[src/design/bcc_pkg.sv]
// Shared types, codes and constants of the balance cascade controller.
package bcc_pkg;

  typedef enum logic [2:0] {
    ST_IDLE,
    ST_PREP,
    ST_MUL,
    ST_TERM,
    ST_MID,
    ST_FIN
  } state_t;

  // Gain product selector, in the order the products are formed
  typedef enum logic [2:0] {
    MS_SPEED_KP = 3'd0,
    MS_SPEED_KI = 3'd1,
    MS_ANGLE_KP = 3'd2,
    MS_ANGLE_KD = 3'd3,
    MS_RATE_KP  = 3'd4,
    MS_RATE_KD  = 3'd5
  } mul_sel_t;

  localparam logic OP_SPEED    = 1'b0;
  localparam logic OP_ATTITUDE = 1'b1;

  // Register indexes of the configuration port
  localparam logic [2:0] REG_SPEED_KP  = 3'd0;
  localparam logic [2:0] REG_SPEED_KI  = 3'd1;
  localparam logic [2:0] REG_ANGLE_KP  = 3'd2;
  localparam logic [2:0] REG_ANGLE_KD  = 3'd3;
  localparam logic [2:0] REG_RATE_KP   = 3'd4;
  localparam logic [2:0] REG_RATE_KD   = 3'd5;
  localparam logic [2:0] REG_ANGLE_REF = 3'd6;
  localparam logic [2:0] REG_RATE_OFF  = 3'd7;

  localparam int CfgIdxW  = 3;
  localparam int CfgDataW = 48;
  localparam int InDataW  = 88;
  localparam int OutDataW = 104;

  // Reset gains, signed Q16.32
  localparam logic signed [47:0] RST_SPEED_KP = 48'sd42949673;
  localparam logic signed [47:0] RST_SPEED_KI = 48'sd21475;
  localparam logic signed [47:0] RST_ANGLE_KP = -48'sd64424509440;
  localparam logic signed [47:0] RST_ANGLE_KD = -48'sd68719476736;
  localparam logic signed [47:0] RST_RATE_KP  = 48'sd644245094400;
  localparam logic signed [47:0] RST_RATE_KD  = 48'sd322122547200;

  // Speed output clamp bounds, Q.16
  localparam logic signed [63:0] SPD_HI_14 = 64'sd917504;
  localparam logic signed [63:0] SPD_LO_14 = -64'sd983040;
  localparam logic signed [63:0] SPD_HI_13 = 64'sd851968;
  localparam logic signed [63:0] SPD_LO_13 = -64'sd917504;

  // Integration window on the doubled speed error
  localparam logic signed [18:0] ERR2_WIN = 19'sd2000;

  typedef struct packed {
    logic     load;
    logic     prep;
    logic     mul;
    mul_sel_t sel;
    logic [1:0] digit;
    logic     term;
    logic     mid;
    logic     fin;
  } bcc_cmd_t;

  typedef struct packed {
    logic op;
  } bcc_stat_t;

  function automatic logic signed [47:0] sat48(input logic signed [63:0] v);
    logic signed [63:0] hi;
    logic signed [63:0] lo;
    hi = 64'sh0000_7FFF_FFFF_FFFF;
    lo = -64'sh0000_8000_0000_0000;
    if (v > hi) return hi[47:0];
    else if (v < lo) return lo[47:0];
    else return v[47:0];
  endfunction

endpackage

[src/design/bcc_ctrl.sv]
// Sequencer of the balance cascade controller: item flow and multiply steps.
module bcc_ctrl (
  input  logic                clk,
  input  logic                rst_n,
  input  logic                in_tvalid,
  output logic                in_tready,
  output logic                out_tvalid,
  input  logic                out_tready,
  input  bcc_pkg::bcc_stat_t  stat,
  output bcc_pkg::bcc_cmd_t   cmd
);

  bcc_pkg::state_t   state_r, state_nxt;
  bcc_pkg::mul_sel_t mi_r, mi_nxt;
  logic [1:0]        dg_r, dg_nxt;
  logic              out_valid_r, out_valid_nxt;
  logic              can_fin;

  assign can_fin = !out_valid_r || out_tready;

  // Next state
  always_comb begin
    state_nxt = state_r;
    case (state_r)
      bcc_pkg::ST_IDLE: if (in_tvalid) state_nxt = bcc_pkg::ST_PREP;
      bcc_pkg::ST_PREP: state_nxt = bcc_pkg::ST_MUL;
      bcc_pkg::ST_MUL:  if (dg_r == 2'd3) state_nxt = bcc_pkg::ST_TERM;
      bcc_pkg::ST_TERM: begin
        if (mi_r == bcc_pkg::MS_SPEED_KI || mi_r == bcc_pkg::MS_RATE_KD)
          state_nxt = bcc_pkg::ST_FIN;
        else if (mi_r == bcc_pkg::MS_ANGLE_KD)
          state_nxt = bcc_pkg::ST_MID;
        else
          state_nxt = bcc_pkg::ST_MUL;
      end
      bcc_pkg::ST_MID:  state_nxt = bcc_pkg::ST_MUL;
      bcc_pkg::ST_FIN:  if (can_fin) state_nxt = bcc_pkg::ST_IDLE;
      default:          state_nxt = bcc_pkg::ST_IDLE;
    endcase
  end

  // Product index and digit counter
  always_comb begin
    mi_nxt = mi_r;
    dg_nxt = 2'd0;
    case (state_r)
      bcc_pkg::ST_PREP: mi_nxt = (stat.op == bcc_pkg::OP_ATTITUDE) ?
                                 bcc_pkg::MS_ANGLE_KP : bcc_pkg::MS_SPEED_KP;
      bcc_pkg::ST_MUL:  dg_nxt = dg_r + 2'd1;
      bcc_pkg::ST_TERM: mi_nxt = bcc_pkg::mul_sel_t'(mi_r + 3'd1);
      default:          mi_nxt = mi_r;
    endcase
  end

  // Outputs
  always_comb begin
    cmd       = '0;
    cmd.sel   = mi_r;
    cmd.digit = dg_r;
    in_tready = 1'b0;
    case (state_r)
      bcc_pkg::ST_IDLE: begin
        in_tready = 1'b1;
        cmd.load  = in_tvalid;
      end
      bcc_pkg::ST_PREP: cmd.prep = 1'b1;
      bcc_pkg::ST_MUL:  cmd.mul  = 1'b1;
      bcc_pkg::ST_TERM: cmd.term = 1'b1;
      bcc_pkg::ST_MID:  cmd.mid  = 1'b1;
      bcc_pkg::ST_FIN:  cmd.fin  = can_fin;
      default:          cmd      = '0;
    endcase
  end

  // Hold the result valid until the transaction completes
  always_comb begin
    out_valid_nxt = out_valid_r;
    if (cmd.fin) out_valid_nxt = 1'b1;
    else if (out_tready) out_valid_nxt = 1'b0;
  end

  assign out_tvalid = out_valid_r;

  always_ff @(posedge clk) begin
    if (!rst_n) begin
      state_r     <= bcc_pkg::ST_IDLE;
      mi_r        <= bcc_pkg::MS_SPEED_KP;
      dg_r        <= 2'd0;
      out_valid_r <= 1'b0;
    end else begin
      state_r     <= state_nxt;
      mi_r        <= mi_nxt;
      dg_r        <= dg_nxt;
      out_valid_r <= out_valid_nxt;
    end
  end

endmodule

[config.mk]
export PLATFORM = sky130hd
export DESIGN_NAME = bcc_ctrl
export DESIGN_NICKNAME = d
export VERILOG_FILES = /design/src/design/bcc_pkg.sv /design/src/design/bcc_ctrl.sv
export SDC_FILE = /design/constraint.sdc
export NUM_CORES = 1
export LEC_CHECK = 0
export BUFFER_PORTS_ARGS = -buffer_cell sky130_fd_sc_hd__buf_2
export CAP_MARGIN = 25
export CORE_AREA = 4 4 41 43
export DETAILED_ROUTE_END_ITERATION = 10
export DIE_AREA = 0 0 45 47
export PLACE_DENSITY_LB_ADDON = 0.25
export SLEW_MARGIN = 30
export SYNTH_ARGS = -nofsm -noshare
export SYNTH_HDL_FRONTEND = slang
export SYNTH_SLANG_ARGS = --single-unit
[constraint.sdc]
create_clock -name clk -period 1.6 [get_ports clk]
set_input_delay 0.24 -clock clk [delete_from_list [all_inputs] [get_ports clk]]
set_output_delay 0.24 -clock clk [all_outputs]
set_load 0.005 [all_outputs]
==> results of run 1 <==
==> cell families (layout without fill, tap and decap cells) <==
| logic type | count (synthesis) | after routing | share of synthesized area (%) |
|---|---|---|---|
| compound gates | 12 | 12 | 13.8 |
| simple gates | 33 | 33 | 35.1 |
| flops | 9 | 9 | 31.0 |
| mux | 1 | 1 | 1.72 |
| buf+inv | 7 | 26 | 9.70 |
| fa+ha+maj | 4 | 4 | 8.62 |
==> cells in the mapped netlist, drive strengths merged, types with 2 or more instances <==
master,instances,share of area [%]
dfxtp,9,31
nand2,7,4.5
and2,6,6.5
a21boi,5,6.5
buf,5,8.4
nor2,5,3.2
ha,4,8.6
nand2b,4,4.7
and3,3,3.2
nand3b,3,6.0
a21oi,2,1.7
inv,2,1.3
o22ai,2,2.2
==> final timing paths <==
path                                                end  cells after the start
worst max-delay path                             cmd[0]                      4
worst min-delay path            out_tvalid$_SDFFE_PN0P_                      2
worst max register to register  state_r[1]$_SDFFE_PN0P_                      5
worst min register to register       dg_r[0]$_SDFF_PN0_                      1
==> layer usage <==
metal	GRT usage [%]	vias up	share of wire, %
met3	2.30	4	5.6
met2	18.4	11	44
met4	10.5	0	2.7
met1	16.4	215	48
li1	-	263	-
met5	0	-	0
==> where the power goes <==
| part | total [mW] | switching (mW) | leakage (nW) | internal, mW |
|---|---|---|---|---|
| Clock | 0.177 | 0.0812 | 0.0150 | 0.0962 |
| Combinational | 0.0962 | 0.0451 | 0.268 | 0.0511 |
| Sequential | 0.249 | 0.0154 | 0.0737 | 0.234 |
| Total | 0.523 | 0.142 | 0.357 | 0.381 |
==> state kept, by name, summed over array words and instances (netlist names) <==
signal / count
mi_r: 3
state_r: 3
dg_r: 2
out_tvalid: 1
==> worst reg2reg max path, cell delays in order, from the launching register on <==
cell,delay [ps]
dfxtp_1,350
ha_1,210
ha_1,190
o21a_1,180
o21ai_0,110
and4b_1,180
==> layout make-up <==
cell class	count	area (µm²)
Fill cell	126	616
Multi-Input combinational cell	50	344
Sequential cell	9	181
Timing Repair Buffer	20	108
Clock buffer	4	26.3
Tap cell	15	18.8
Inverter	2	7.51
==> metrics by stage <==
stage | cell area, µm² | setup slack [ps] | utilization [%] | hold slack, ps | instances
floorplan | 581 | 394 | - | 378 | 66
global placement | 658 | 311 | 50.6 | 437 | 96
detailed placement | 658 | 322 | 50.6 | 435 | 96
CTS | 684 | 50.9 | 52.6 | 299 | 100
global route | 686 | 56.5 | 52.7 | 312 | 100
finish | 686 | 144 | 52.7 | 303 | 100
==> timing repair <==
item | in CTS | in global routing
gates resized for setup | 0 | 1
endpoints found under the setup margin | 0 | 2
hold endpoints to repair | 0 | 0
hold buffers | 0 | 0
==> results.sh, run 1 <==
export IMPL_tightest_slew_ps=282
export IMPL_critPathCaptureType="output pin"
export IMPL_area_growth_pct=18.1
export IMPL_track_usage_pct=12.7
export IMPL_crit_fanout=8
export IMPL_first_pass_iters=1
export IMPL_startpoint_type="flip-flop"
export IMPL_startpoint="state_r[0]$_SDFFE_PN0P_"
export IMPL_power_density_nw_per_um2=763
export IMPL_power_mw=0.523
export IMPL_wirelength_um=1130
export IMPL_finalSetupViolCount=0
export IMPL_cts_htree_levels=1
export IMPL_maxSlewViolCount=0
export IMPL_slowest_delay_ps=480
export IMPL_power_static_leakage_nw=0.357
export IMPL_die_w_um=45
export IMPL_n_antenna_cell=0
export IMPL_max_freq_mhz=687
export IMPL_clock_skew_ps=2.33
export IMPL_relSlewSlack_pct=81.1
export IMPL_critPathBufInv=2
export IMPL_final_common_cell="buf_2"
export IMPL_seq_area_frac_synth_pct=31.0
export IMPL_synth_edf_count=0
export IMPL_grt_pass1_wl_um=1890
export IMPL_detail_route_wl_per_cell_um=11.3
export IMPL_yosysWarnings=0
export IMPL_vdd_drop_max_uv=349
export IMPL_final_cell_mix="buf_2, dfxtp_1, nand2_1, and2_1"
export IMPL_synthArstFlopShare_pct=0
export IMPL_arrival_ps=1220
export IMPL_worstPathCellList="buf_4 > nand3b_4 > nor2b_1 > buf_2"
export IMPL_cts_made_buffers=3
export IMPL_routabilityCongestion=0.741
export IMPL_status="complete, no violations"
export IMPL_antenna_found_initial=0
export IMPL_period_needed_ps=1460
export IMPL_dominantRegCellSynth="dfxtp_1"
export IMPL_cts_root_buf="clkbuf_4"
export IMPL_cts_buffer_depth=2
export IMPL_maxCapViolCount=0
export IMPL_synth_cell_types=25
export IMPL_rsz0062_at_grt="no"
export IMPL_coreArea_um2=1300
export IMPL_viasPerCell=4.93
export IMPL_clkSinkCount=9
export IMPL_die_h_um=47
export IMPL_hold_violations=0
export IMPL_postRouteAntennaNets=0
export IMPL_fp_dieArea_um2=2120
export IMPL_drive_above_1_share_pct=32.9
export IMPL_fin_crit_sh_pct=91.0
export IMPL_yosys_register_bits=9
export IMPL_synth_area_um2=581
export IMPL_cp_required_ps=1360
export IMPL_hp_start="rst_n"
export IMPL_critPathKind="reg2out"
export IMPL_synthesis_nets=75
export IMPL_drt_iter0_drc=0
export IMPL_fin_tns_setup_ps=0
export IMPL_num_nets_final=95
export IMPL_gr_total_overflow=0
export IMPL_r2r_start="mi_r[0]$_SDFFE_PN0P_"
export IMPL_cp_slowest_cell="dfxtp_1"
export IMPL_clkTransAtPathRegs_ps=60
export IMPL_grt_pass1_vias=432
export IMPL_port_buffers=17
export IMPL_clk_latency_ps=260
export IMPL_start_util_pct=44.6
export IMPL_place_hpwl_um=881
export IMPL_num_rows=13
export IMPL_path_delay_family="flip-flops"
export IMPL_vias=493
export IMPL_synthesis_instances=66
export IMPL_r2r_slack_ps=320
export IMPL_cts_setup_buffers=0
export IMPL_hold_path_class="in2reg"
export IMPL_cts_tree="done"
export IMPL_syn_area_per_cell_um2=8.80
export IMPL_ios=18
export IMPL_drc=0
export IMPL_grt_max_degree=12
Power figures use the tool's default switching activity.
==> inputs of run 2 (changes only) <==
--- a/config.mk
+++ b/config.mk
@@ -10,7 +10,7 @@
 export CORE_AREA = 4 4 41 43
 export DETAILED_ROUTE_END_ITERATION = 10
 export DIE_AREA = 0 0 45 47
-export PLACE_DENSITY_LB_ADDON = 0.25
+export PLACE_DENSITY = 0.7
 export SLEW_MARGIN = 30
 export SYNTH_ARGS = -nofsm -noshare
 export SYNTH_HDL_FRONTEND = slang
==> results.sh, run 2 (same netlist as run 1, synthesis figures left out) <==
export IMPL_status="complete, no violations"
export IMPL_clkTransAtPathRegs_ps=70
export IMPL_min_to="dg_r[0]$_SDFF_PN0_"
export IMPL_postRouteAntennaNets=0
export IMPL_fin_tns_setup_ps=0
export IMPL_critPathKind="reg2out"
export IMPL_maxSlewViolCount=0
export IMPL_critPathCaptureType="output pin"
export IMPL_p_clk_share_pct=35.5
export IMPL_layout_cells_non_filler=99
export IMPL_crit_fanout=7
export IMPL_cts_setup_buffers=0
export IMPL_hold_path_class="in2reg"
export IMPL_power_static_leakage_nw=0.352
export IMPL_drc=0
export IMPL_reg2reg_to="state_r[1]$_SDFFE_PN0P_"
export IMPL_hold_violations=0
export IMPL_fp_dieArea_um2=2120
export IMPL_ff2ff_path_depth=5
export IMPL_vdd_drop_max_uv=538
export IMPL_fin_crit_sh_pct=90.4
export IMPL_antenna_found_initial=0
export IMPL_die_w_um=45
export IMPL_ios=18
export IMPL_cts_resized=0
export IMPL_place_hpwl_um=843
export IMPL_gr_total_overflow=0
export IMPL_holdPathStages=3
export IMPL_startpoint_type="flip-flop"
export IMPL_internal_power_mw=0.380
export IMPL_power_density_nw_per_um2=778
export IMPL_grt_max_degree=11
export IMPL_vias=483
export IMPL_worstPathCellList="and2b_2 > and2_1 > buf_2"
export IMPL_area_growth_pct=17.2
export IMPL_cp_required_ps=1360
export IMPL_first_pass_iters=4
export IMPL_timing_hold_ws_ps=291
export IMPL_viasPerCell=4.88
export IMPL_relSlewSlack_pct=85.8
export IMPL_clk_latency_ps=270
export IMPL_clkSinkCount=9
export IMPL_p_switching_mw=0.150
export IMPL_fin_area_um2=681
export IMPL_track_usage_pct=12.4
export IMPL_port_buffers=17
export IMPL_period_needed_ps=1450
export IMPL_placed_cell_area_um2=651
export IMPL_power_mw=0.530
export IMPL_combPwrFrac_pct=16.7
export IMPL_clock_skew_ps=0.250
export IMPL_cts_htree_levels=1
export IMPL_p_sw_share_pct=28.3
export IMPL_wirelength_um=1090
export IMPL_num_rows=13
export IMPL_drt_iter0_drc=8
export IMPL_grt_pass1_vias=451
export IMPL_reg_top3="mi_r: 3 flops, state_r: 3 flops, dg_r: 2 flops"
export IMPL_seqPwrFrac_pct=47.8
export IMPL_nFillCells=143
export IMPL_rsz0062_at_grt="no"
export IMPL_final_cell_mix="buf_2, nand2_1, and2_1, dfxtp_1"
export IMPL_die_h_um=47
export IMPL_slowest_delay_ps=410
export IMPL_routabilityCongestion=0.710
export IMPL_holdBufCountCts=0
export IMPL_tightest_slew_ps=213
export IMPL_arrival_ps=1210
export IMPL_r2r_slack_ps=300
export IMPL_num_nets_final=94
export IMPL_cts_buffer_depth=2
export IMPL_coreArea_um2=1300
export IMPL_dp_cells=95
export IMPL_start_util_pct=44.6
export IMPL_detail_route_wl_per_cell_um=11.0
export IMPL_max_freq_mhz=691
export IMPL_drive_above_1_share_pct=34.5
export IMPL_hp_start="rst_n"
export IMPL_final_common_cell="buf_2"
export IMPL_maxCapViolCount=0
export IMPL_finalSetupViolCount=0
export IMPL_cts_tree="done"
export IMPL_cts_root_buf="clkbuf_4"
export IMPL_cts_made_buffers=3
export IMPL_r2r_start="mi_r[0]$_SDFFE_PN0P_"
export IMPL_n_antenna_cell=0
export IMPL_grt_pass1_wl_um=1800
export IMPL_cp_slowest_cell="dfxtp_2"
==> run 2: changes by cell type in the layout (fill, tap and decap cells not counted), sizes merged <==
| cell | before | now |
|---|---|---|
| buf | 20 | 19 |
==> run 2: per-stage QoR <==
| stage | utilization, % | setup slack, ps |
|---|---|---|
| finish | 52.3 | 154 |
| global route | 52.3 | 77.1 |
| CTS | 52.0 | 35.8 |
| detailed placement | 50.0 | 320 |
| global placement | 50.0 | 325 |
| floorplan | - | 394 |
==> run 2: final cells by class <==
type,count,area [µm²],area share (%)
multi-input cells,50,344,50.6
clock buffers,4,26.3,3.86
well taps,15,18.8,2.76
inverters,2,7.51,1.10
repair buffers,19,100,14.7
flip-flops and latches,9,184,27.0
==> run 2: how the worst max path moves through the flow <==
stage	startpoint	end	cells after the start
after floorplan	mi_r[0]$_SDFFE_PN0P_	state_r[1]$_SDFFE_PN0P_	5
after global placement	mi_r[0]$_SDFFE_PN0P_	state_r[1]$_SDFFE_PN0P_	5
after detailed placement	mi_r[0]$_SDFFE_PN0P_	state_r[1]$_SDFFE_PN0P_	5
after CTS	state_r[2]$_SDFFE_PN0P_	cmd[2]	3
after global routing	state_r[2]$_SDFFE_PN0P_	cmd[9]	4
final	state_r[2]$_SDFFE_PN0P_	cmd[2]	3
==> run 2: worst max-delay path: cells and delay by family (launching register included) <==
kind	cells	cell delay, ps
buffers and inverters	1	120
and+or+nand+nor	2	410
DFF	1	410
==> run 2: per-layer routing <==
metal / vias up / GRT usage, % / part of all wire (%)
met4: 0 / 10.5 / 2.5
li1: 259 / - / -
met5: - / 0 / 0
met3: 2 / 3.45 / 5.7
met1: 210 / 12.8 / 46
met2: 12 / 20.6 / 46
==> run 2: power by group through the flow <==
stage	combinational, mW	sequential [mW]	clock, mW
finish	0.0886	0.253	0.188
global route	0.101	0.256	0.208
CTS	0.0906	0.252	0.193
detailed placement	0.0901	0.258	0
global placement	0.0892	0.257	0
floorplan	0.0794	0.244	0
